## config.mk

```make
export PLATFORM = sky130hd
export DESIGN_NAME = periodic_timer_multiplexer_flat
export DESIGN_NICKNAME = d
export VERILOG_FILES = /design/src/rtl/core/ptm_pkg.sv /design/src/rtl/core/ptm_channel_if.sv /design/src/rtl/core/periodic_timer_multiplexer.sv /design/src/flat_wrapper.sv
export SDC_FILE = /design/constraint.sdc
export NUM_CORES = 2
export LEC_CHECK = 0
export BUFFER_PORTS_ARGS = -buffer_cell sky130_fd_sc_hd__buf_2
export CORE_UTILIZATION = 45
export DETAILED_ROUTE_END_ITERATION = 7
export SYNTH_ARGS = -nofsm -noshare
export SYNTH_HDL_FRONTEND = slang
export SYNTH_SLANG_ARGS = --single-unit
```

## constraint.sdc

```tcl
create_clock -name clock -period 15.75 [get_ports clock]
set_input_delay 0.7875 -clock clock [delete_from_list [all_inputs] [get_ports clock]]
set_output_delay 0.7875 -clock clock [all_outputs]
set_load 0.01 [all_outputs]
```

## src/rtl/core/ptm_pkg.sv

```systemverilog
package ptm_pkg;

   localparam int unsigned FIRE_W = 10;

   localparam logic [31:0] NO_ACTIVE_MIN = 32'hffff_ffff;

   typedef enum logic [1:0] {
      OP_SET     = 2'd0,
      OP_REMOVE  = 2'd1,
      OP_COMPARE = 2'd2,
      OP_QUERY   = 2'd3
   } op_type;

   typedef enum logic [1:0] {
      STATUS_OK       = 2'd0,
      STATUS_BAD_ID   = 2'd1,
      STATUS_INACTIVE = 2'd2
   } status_type;

   typedef logic [FIRE_W-1:0] fire_mask_type;

   typedef struct packed {
      op_type      operation;
      logic [7:0]  slot_id;
      logic [31:0] interval_us;
      logic [31:0] counter_now;
   } req_payload_type;

   typedef struct packed {
      status_type    status;
      logic          compare_valid;
      logic [31:0]   compare_value;
      fire_mask_type fired_mask;
      logic          irq_clear;
      logic [31:0]   entry_interval;
      logic [31:0]   entry_remaining;
      logic [31:0]   entry_fire_count;
   } rsp_payload_type;

   typedef enum logic [3:0] {
      ST_IDLE   = 4'b0001,
      ST_FIND   = 4'b0010,
      ST_UPDATE = 4'b0100,
      ST_FINISH = 4'b1000
   } state_type;

endpackage

```

## src/rtl/core/ptm_channel_if.sv

```systemverilog
interface ptm_channel_if #(parameter type payload_type = logic);
   logic        valid;
   logic        ready;
   payload_type payload;

   modport source (output valid, output payload, input ready);
   modport sink (input valid, input payload, output ready);
endinterface

```

## src/rtl/core/periodic_timer_multiplexer.sv

```systemverilog
// Periodic timer multiplexer: NUM_TIMERS periodic timers share the compare register of one
// free-running 32-bit counter. Each request beat carries one operation and yields exactly one
// response beat. All work is done by one sequencer that walks the timer table one entry per
// cycle through its subtract and compare logic. A set makes one ageing pass over the table, a
// compare event makes a pass to find the least remaining time, then a pass that subtracts,
// reloads and finds the next least, and a remove, a query or a set with an out-of-range timer
// goes straight to the finish step. The response sits in an output register, so a new request
// is taken while the previous response still waits; the block only waits when a finished
// response finds the previous one not yet taken.
module periodic_timer_multiplexer #(
   parameter int NUM_TIMERS = 10
) (
   input  logic          clock,
   input  logic          reset,
   ptm_channel_if.sink   req_chan,
   ptm_channel_if.source rsp_chan
);

   localparam int IDX_W = (NUM_TIMERS > 1) ? $clog2(NUM_TIMERS) : 1;

   logic [31:0] interval_ff  [NUM_TIMERS];
   logic [31:0] remaining_ff [NUM_TIMERS];
   logic [31:0] count_ff     [NUM_TIMERS];
   logic [31:0] last_ff;

   ptm_pkg::state_type       state_ff, state_in;
   logic [IDX_W-1:0]         idx_ff, idx_in;
   logic [IDX_W-1:0]         id_ff, id_in;
   ptm_pkg::op_type          op_ff, op_in;
   logic                     err_ff, err_in;
   logic [31:0]              ival_ff, ival_in;
   logic [31:0]              now_ff, now_in;
   logic [31:0]              diff_ff, diff_in;
   logic [31:0]              least_ff, least_in;
   logic [31:0]              min_ff, min_in;
   ptm_pkg::fire_mask_type   mask_ff, mask_in;
   logic                     rsp_valid_ff, rsp_valid_in;
   ptm_pkg::rsp_payload_type rsp_ff, rsp_in;

   logic        wr_en;
   logic [31:0] wr_interval, wr_remaining, wr_count;
   logic        last_en;
   logic [31:0] rd_interval, rd_remaining, rd_count;
   logic        rd_active, idx_last;
   logic        cand_en;
   logic [31:0] cand;
   logic [31:0] aged;
   logic        req_fire;

   assign rd_interval  = interval_ff[idx_ff];
   assign rd_remaining = remaining_ff[idx_ff];
   assign rd_count     = count_ff[idx_ff];
   assign rd_active    = (rd_interval != 32'd0);
   assign idx_last     = (idx_ff == IDX_W'(NUM_TIMERS - 1));

   assign req_chan.ready   = (state_ff == ptm_pkg::ST_IDLE);
   assign req_fire         = req_chan.valid && req_chan.ready;
   assign rsp_chan.valid   = rsp_valid_ff;
   assign rsp_chan.payload = rsp_ff;

   always_comb begin
      state_in     = state_ff;
      idx_in       = idx_ff;
      id_in        = id_ff;
      op_in        = op_ff;
      err_in       = err_ff;
      ival_in      = ival_ff;
      now_in       = now_ff;
      diff_in      = diff_ff;
      least_in     = least_ff;
      min_in       = min_ff;
      mask_in      = mask_ff;
      rsp_valid_in = rsp_valid_ff && !rsp_chan.ready;
      rsp_in       = rsp_ff;
      wr_en        = 1'b0;
      wr_interval  = rd_interval;
      wr_remaining = rd_remaining;
      wr_count     = rd_count;
      last_en      = 1'b0;
      cand_en      = 1'b0;
      cand         = 32'd0;
      aged         = 32'd0;

      unique case (state_ff)
         ptm_pkg::ST_IDLE: begin
            if (req_fire) begin
               op_in    = req_chan.payload.operation;
               id_in    = req_chan.payload.slot_id[IDX_W-1:0];
               ival_in  = req_chan.payload.interval_us;
               now_in   = req_chan.payload.counter_now;
               diff_in  = req_chan.payload.counter_now - last_ff;
               err_in   = 1'b0;
               idx_in   = '0;
               min_in   = ptm_pkg::NO_ACTIVE_MIN;
               mask_in  = '0;
               if (req_chan.payload.operation == ptm_pkg::OP_COMPARE) begin
                  state_in = ptm_pkg::ST_FIND;
               end else if (32'(req_chan.payload.slot_id) >= 32'(NUM_TIMERS)) begin
                  err_in   = 1'b1;
                  state_in = ptm_pkg::ST_FINISH;
               end else if (req_chan.payload.operation == ptm_pkg::OP_SET) begin
                  state_in = ptm_pkg::ST_UPDATE;
               end else begin
                  idx_in   = req_chan.payload.slot_id[IDX_W-1:0];
                  state_in = ptm_pkg::ST_FINISH;
               end
            end
         end

         ptm_pkg::ST_FIND: begin
            cand = (rd_active && rd_remaining < min_ff) ? rd_remaining : min_ff;
            if (idx_last) begin
               least_in = cand;
               min_in   = ptm_pkg::NO_ACTIVE_MIN;
               idx_in   = '0;
               state_in = ptm_pkg::ST_UPDATE;
            end else begin
               min_in = cand;
               idx_in = idx_ff + IDX_W'(1);
            end
         end

         ptm_pkg::ST_UPDATE: begin
            if (op_ff == ptm_pkg::OP_SET) begin
               if (idx_ff == id_ff) begin
                  wr_en        = 1'b1;
                  wr_interval  = ival_ff;
                  wr_remaining = ival_ff;
                  wr_count     = 32'd0;
                  cand_en      = (ival_ff != 32'd0);
                  cand         = ival_ff;
               end else if (rd_active) begin
                  aged         = rd_remaining - diff_ff;
                  wr_en        = 1'b1;
                  wr_remaining = aged;
                  cand_en      = 1'b1;
                  cand         = aged;
               end
            end else if (rd_active) begin
               aged    = rd_remaining - least_ff;
               wr_en   = 1'b1;
               cand_en = 1'b1;
               if (aged == 32'd0) begin
                  wr_remaining = rd_interval;
                  wr_count     = rd_count + 32'd1;
                  mask_in      = mask_ff | (ptm_pkg::fire_mask_type'(1) << idx_ff);
                  cand         = rd_interval;
               end else begin
                  wr_remaining = aged;
                  cand         = aged;
               end
            end
            if (cand_en && cand < min_ff) begin
               min_in = cand;
            end
            if (idx_last) begin
               state_in = ptm_pkg::ST_FINISH;
            end else begin
               idx_in = idx_ff + IDX_W'(1);
            end
         end

         ptm_pkg::ST_FINISH: begin
            if (!rsp_valid_ff || rsp_chan.ready) begin
               rsp_valid_in = 1'b1;
               state_in     = ptm_pkg::ST_IDLE;
               rsp_in       = '0;
               rsp_in.status = ptm_pkg::STATUS_OK;
               if (err_ff) begin
                  rsp_in.status = ptm_pkg::STATUS_BAD_ID;
               end else begin
                  case (op_ff) inside
                     ptm_pkg::OP_SET, ptm_pkg::OP_COMPARE: begin
                        last_en              = 1'b1;
                        rsp_in.compare_valid = 1'b1;
                        rsp_in.compare_value = now_ff + min_ff;
                        if (op_ff == ptm_pkg::OP_COMPARE) begin
                           rsp_in.fired_mask = mask_ff;
                           rsp_in.irq_clear  = 1'b1;
                        end
                     end
                     ptm_pkg::OP_REMOVE: begin
                        if (!rd_active) begin
                           rsp_in.status = ptm_pkg::STATUS_INACTIVE;
                        end else begin
                           wr_en        = 1'b1;
                           wr_interval  = 32'd0;
                           wr_remaining = 32'd0;
                           wr_count     = 32'd0;
                        end
                     end
                     default: begin
                        rsp_in.entry_interval   = rd_interval;
                        rsp_in.entry_remaining  = rd_remaining;
                        rsp_in.entry_fire_count = rd_count;
                     end
                  endcase
               end
            end
         end

         default: begin
            state_in = ptm_pkg::ST_IDLE;
         end
      endcase
   end

   always_ff @(posedge clock) begin
      if (reset) begin
         state_ff     <= ptm_pkg::ST_IDLE;
         rsp_valid_ff <= 1'b0;
         last_ff      <= 32'd0;
         for (int k = 0; k < NUM_TIMERS; k++) begin
            interval_ff[k]  <= 32'd0;
            remaining_ff[k] <= 32'd0;
            count_ff[k]     <= 32'd0;
         end
      end else begin
         state_ff     <= state_in;
         rsp_valid_ff <= rsp_valid_in;
         if (last_en) begin
            last_ff <= now_ff;
         end
         if (wr_en) begin
            interval_ff[idx_ff]  <= wr_interval;
            remaining_ff[idx_ff] <= wr_remaining;
            count_ff[idx_ff]     <= wr_count;
         end
      end
   end

   always_ff @(posedge clock) begin
      idx_ff   <= idx_in;
      id_ff    <= id_in;
      op_ff    <= op_in;
      err_ff   <= err_in;
      ival_ff  <= ival_in;
      now_ff   <= now_in;
      diff_ff  <= diff_in;
      least_ff <= least_in;
      min_ff   <= min_in;
      mask_ff  <= mask_in;
      rsp_ff   <= rsp_in;
   end

endmodule

```

## src/flat_wrapper.sv

```systemverilog
// flat-port wrapper written by rule: the top's interface ports become plain ports
module periodic_timer_multiplexer_flat 
#(
   parameter int NUM_TIMERS = 10
)
  (clock, reset, req_chan_valid, req_chan_payload, req_chan_ready, rsp_chan_valid, rsp_chan_payload, rsp_chan_ready);
  ptm_channel_if #(.payload_type(ptm_pkg::req_payload_type)) req_chan_i ();
  ptm_channel_if #(.payload_type(ptm_pkg::rsp_payload_type)) rsp_chan_i ();
  input  logic clock;
  input  logic reset;
  input wire logic [$bits(req_chan_i.valid)-1:0] req_chan_valid;
  input wire logic [$bits(req_chan_i.payload)-1:0] req_chan_payload;
  output wire logic [$bits(req_chan_i.ready)-1:0] req_chan_ready;
  output wire logic [$bits(rsp_chan_i.valid)-1:0] rsp_chan_valid;
  output wire logic [$bits(rsp_chan_i.payload)-1:0] rsp_chan_payload;
  input wire logic [$bits(rsp_chan_i.ready)-1:0] rsp_chan_ready;
  assign req_chan_i.valid = req_chan_valid;
  assign req_chan_i.payload = req_chan_payload;
  assign req_chan_ready = req_chan_i.ready;
  assign rsp_chan_valid = rsp_chan_i.valid;
  assign rsp_chan_payload = rsp_chan_i.payload;
  assign rsp_chan_i.ready = rsp_chan_ready;
  periodic_timer_multiplexer #(.NUM_TIMERS(NUM_TIMERS)) u_core (.clock(clock), .reset(reset), .req_chan(req_chan_i), .rsp_chan(rsp_chan_i));
endmodule
```

## After elaboration in Yosys (flattened, before gate mapping)

Memories as Yosys holds them, arrays and structs flattened. A register that Yosys moved wholly into a read port is not among the register bits.
Index checks and enable logic that the tools add are counted.

- Add/sub/neg operators: 6
- Magnitude comparators: 3
- Eq/ne operators: 18
- Shifts and indexed selects: 1
- Mux-type cells: 99
- Bitwise gates (word level): 4
- Reduce and logical (&&, ||, !) cells: 29

Operators with widths:

| operator | count |
|---|---|
| 32-bit 2-to-1 mux | 38 |
| 32-bit one-hot mux with 2 select lines | 3 |
| 32-bit one-hot mux with 3 select lines | 1 |
| 32-bit OR reduction | 3 |
| 32-bit subtractor | 3 |
| 4-bit 2-to-1 mux | 19 |
| 32-bit < comparator | 2 |
| 32-bit nonzero test | 2 |
| 44-bit 2-to-1 mux | 1 |
| 10-bit 2-to-1 mux | 4 |
| 32-bit by 1-bit adder with 32-bit output, second input constant | 1 |
| 32-bit adder | 1 |
| 32-bit zero test | 1 |
| 1-bit 2-to-1 mux | 27 |
| 10-bit one-hot mux with 2 select lines | 1 |
| 4-bit one-hot mux with 4 select lines | 1 |
| 2-bit by 1-bit inequality test with 1-bit output, second input constant | 6 |
| 4-bit one-hot mux with 3 select lines | 1 |
| 11-bit 2-to-1 mux | 1 |
| 10-bit bitwise OR | 1 |
| 1-bit by 4-bit left shift with 10-bit output, first input constant | 1 |
| 4-bit == test, second input constant | 2 |
| 8-bit by 4-bit greater-or-equal comparator with 1-bit output, second input constant | 1 |
| 4-bit OR reduction | 2 |
| other kinds (23) | 37 |

- Bits in registers: 360
- Bits in writable memories: 960
- Output and inout port bits: 144
- Word-level logic and storage cells: 185
- Memories kept: 3

Memory list:

| memory | depth | bits a word | rd ports | clocked after Yosys merged registers in | write ports | RTL line | text |
|---|---|---|---|---|---|---|---|
| u_core.count_ff | 10 | 32 | 1 | 1 | 10 | periodic_timer_multiplexer.sv:23 | `logic [31:0] count_ff [NUM_TIMERS];` |
| u_core.interval_ff | 10 | 32 | 1 | 1 | 10 | periodic_timer_multiplexer.sv:21 | `logic [31:0] interval_ff [NUM_TIMERS];` |
| u_core.remaining_ff | 10 | 32 | 1 | 1 | 10 | periodic_timer_multiplexer.sv:22 | `logic [31:0] remaining_ff [NUM_TIMERS];` |

## Depth between registers and ports, before layout

- Depth after elaboration: 12
- Mapped depth: 41
- Gate-level depth less buffers: 28

## Worst setup path before layout

No wires, ideal clock.

- Kind: input-to-reg
- Start point: input port rsp_chan_ready
- End point: memory u_core.count_ff[11][0] (enable)
- Setup time: 0.821 ns
- Arrival time: 14.991 ns
- Data required time: 14.929 ns
- Slack: -0.062 ns
- Cell stages on the path: 6
- Path buffers: 0
- Cells stage by stage: nand2b_1 and2_1 nand4b_1 a21oi_1 nor2_1 nor4b_1

RTL lines:

| what | RTL line | text |
|---|---|---|
| from (decl) | flat_wrapper.sv:16 | `input wire logic [$bits(rsp_chan_i.ready)-1:0] rsp_chan_ready;` |
| to (decl) | periodic_timer_multiplexer.sv:23 |  |

==> flow_summary.toml <==
[power]
internal_power_mw = 11.1
power.leakage_nw = 33.6
p_switching_mw = 7.56
clkPwrFrac = 0.240
vdd_ir_drop_max_mv = 0.126
combPwrFrac = 0.430
switching_share = 0.406
finalPower_mw = 18.6
pwr-share-seq = 0.331
cellPowerDensity_nw_per_um2 = 189

[global_route]
grt_max_degree = 121
grt_usage = 0.297
antenna_found_initial = 12
gr-total-overflow = 0
grt_pass1_vias = 55700
grt_pass1_wl_um = 415000

[synth]
synth_commonest_cells = "edfxtp_1 (1,859), nor2_1 (814), mux4_2 (452), a21oi_1 (425), nand2_1 (287)"
synth_top_area_frac = 0.635
synth-main-ff-cell = "edfxtp_1"
yosys_warnings = 0
synth_edf_count = 1859
synth_area_um2 = 87900
synth_top_cells_by_area = "edfxtp_1 (64%), mux4_2 (12%), nor2_1 (3.5%), ha_1 (2.8%), a21oi_1 (2.4%)"
syn_nets = 6331
synth_cell_types = 96
async_reset_ff_frac = 0
synth_most_common_cell = "edfxtp_1"
seq_area_frac_synth = 0.644
synth_top_area_cell = "edfxtp_1"
avgSynthCellArea_um2 = 14.5
synth-seq-cells = 1900
syn_inst = 6049

[setup_path]
path_max_fanout = 120
reg2regPathDepth = 29
critical_path.top_delay_family = "compound AO/OA/AOI/OAI gates"
r2r-end = "u_core.min_ff[17]"
r2r_slack_ns = 5.18
cpMaxStageDelayCell = "dfxtp_4"
critPathKind = "reg -> reg"
max_stage_delay_ns = 0.85
cp.required_ns = 16.27
crit_path_frequent_cell = "a21o_1"
path_buf_inv = 4
end_kind = "register"
arrival_ns = 11.10
start_kind = "register"

[die]
start_util = 0.455
die-area_um2 = 197000
design.core.area_um2 = 193000
ios = 222
fp-row-count = 161
fp.dieW_um = 444
chipHeight_um = 444

[sta]
fin_tns_setup_ns = 0
hold_viol = 0
relSlewSlack = 0.204
fin_ws_ns = 5.18
tightest_slew_ns = 1.19
fin_crit_sh = 0.671
grt_setup_unrepaired = "false"
clock-skew-final_ns = 0.0743
fin_crit_ns = 10.57
finalSetupViolCount = 0
fmax_mhz = 94.6
finalMaxSlewViolations = 0

[hold_path]
hp-class = "in -> reg"
worstHoldPathCells = 1
hp-start = "req_chan_payload[59]"
hold_path_end = "u_core.ival_ff[27]"

[layout]
area_delta_synth_final_pct = 12.0
drive_above_1_share = 0.197
final_nets = 6558
fillerInstances = 16200

[cts]
cts_hold_repair.buffers = 0
cts.path.max_buffers = 3
cts_setup_buffers = 0
insertion_delay_ns = 0.89
cts_resized = 0
clkSinkCount = 1900
path_clk_slew_ns = 0.06
tritoncts = "done"
cts_made_buffers = 196
cts_htree_levels = 4
cts-root-buf = "clkbuf_16"

[detailed_routing]
vias = 57300
drt_wl_total_um = 296000
post_drt_wl_per_cell_um = 33.0
postRouteAntennaNets = 0
remaining_drc_errors = 0
dr.pass1.iters = 6
drt_iter0_drc = 8222
vias_per_cell = 6.39

[place]
portBuffers = 221
dp_slack_ns = 5.27
gp_congestion = 0.994
post-dp-hpwl_um = 185000

[status]
outcome = "finished, final reports clean"

[flow_run]
maxCapViolations = 0
==> cell type report <==
| cell class | count | area, um^2 | share of cell area |
|---|---|---|---|
| Inverter | 237 | 892 | 0.00907 |
| Antenna cell | 3 | 7.51 | 0.0000763 |
| Sequential cell | 1900 | 56700 | 0.576 |
| Tap cell | 2526 | 3160 | 0.0321 |
| Timing Repair Buffer | 383 | 2430 | 0.0247 |
| Clock inverter | 99 | 852 | 0.00866 |
| Clock buffer | 260 | 5200 | 0.0528 |
| Multi-Input combinational cell | 3558 | 29200 | 0.297 |
==> through the flow <==
stage | util | instance area [um^2] | std cells | hold WS (ns)
global placement | 0.478 | 92400 | 8604 | 0.445
finish | 0.509 | 98400 | 8966 | 0.100
floorplan | - | 87900 | 6049 | 0.436
detailed placement | 0.478 | 92400 | 8604 | 0.447
global route | 0.509 | 98400 | 8964 | 0.0577
CTS | 0.509 | 98400 | 8963 | 0.0551
==> worst max path at each step <==
stage / startpoint / endpoint / slack, ns / cells past startpoint
2_1_floorplan: rsp_chan_ready / u_core.count_ff[12][0] / 2.41 / 10
3_3_place_gp: register / u_core.min_ff[29] / 5.52 / 29
3_5_place_dp: register / u_core.min_ff[29] / 5.27 / 29
4_1_cts: register / u_core.min_ff[25] / 5.26 / 29
5_1_grt: register / u_core.min_ff[20] / 4.74 / 28
6_report: register / u_core.min_ff[17] / 5.18 / 29
==> layer usage <==
metal | track usage | share of wire | vias to the layer above
met4 | 0.121 | 0.045 | 0
li1 | - | - | 23800
met2 | 0.458 | 0.45 | 3399
met5 | 0 | 0 | -
met3 | 0.0568 | 0.10 | 572
met1 | 0.415 | 0.40 | 29500
==> cell usage in the layout, fill, tap and decap left out, types with 41 or more instances in the layout <==
cell	n
edfxtp_1	1859
nor2_1	803
mux4_2	452
a21oi_1	425
nand2_1	280
inv_1	234
buf_2	221
ha_1	199
clkbuf_16	197
o21ai_0	171
buf_4	153
and2_1	97
nor2b_1	80
a21o_1	74
clkbuf_1	60
nand4_1	56
xnor2_1	51
nand2b_1	50
nor3_1	49
xor2_1	47
clkinv_1	46
nand3_1	43
mux2_2	43
o21a_1	41
==> worst reg2reg max path: cells and delay by family (launching register included) <==
kind	cells	cell delay [ns]
compound gates	13	3.56
buf+inv	4	1.81
flops	1	0.85
fa+ha+maj	2	0.84
mux	2	1.06
simple gates	8	2.10
==> registers in the layout, summed over array words and instances (netlist names), named ones only <==
name / cells
u_core.rsp_chan.payload: 142
u_core.ival_ff: 32
u_core.idx_ff: 4
u_core.id_ff: 4
u_core.op_ff: 2
u_core.least_ff: 32
u_core.mask_ff: 10
u_core.count_ff: 512
u_core.rsp_chan.valid: 1
u_core.min_ff: 32
u_core.remaining_ff: 512
u_core.state_ff: 4
u_core.last_ff: 32
u_core.diff_ff: 32
u_core.now_ff: 32
u_core.interval_ff: 512
u_core.err_ff: 1
==> power groups by stage <==
stage	sequential [mW]	combinational (mW)	clock, mW
2_1_floorplan	6.11	4.93	0
3_3_place_gp	6.24	7.78	0
6_report	6.15	8.01	4.46
4_1_cts	6.15	7.81	4.51
5_1_grt	6.17	8.37	4.69
3_5_place_dp	6.25	7.77	0
==> cell families (layout without fill, tap and decap cells) <==
kind of cell	Yosys count	count (layout)	share of synthesized area
flip-flops	1900	1900	0.644
AND/OR/NAND/NOR	1678	1678	0.0885
AO/OA/AOI/OAI	1053	1053	0.0757
buffers and inverters	591	979	0.0275
multiplexers	525	525	0.125
adder cells (fa/ha/maj)	204	204	0.0294
XOR/XNOR	98	98	0.00977
other	0	3	0
Power figures use the tool's default switching activity.
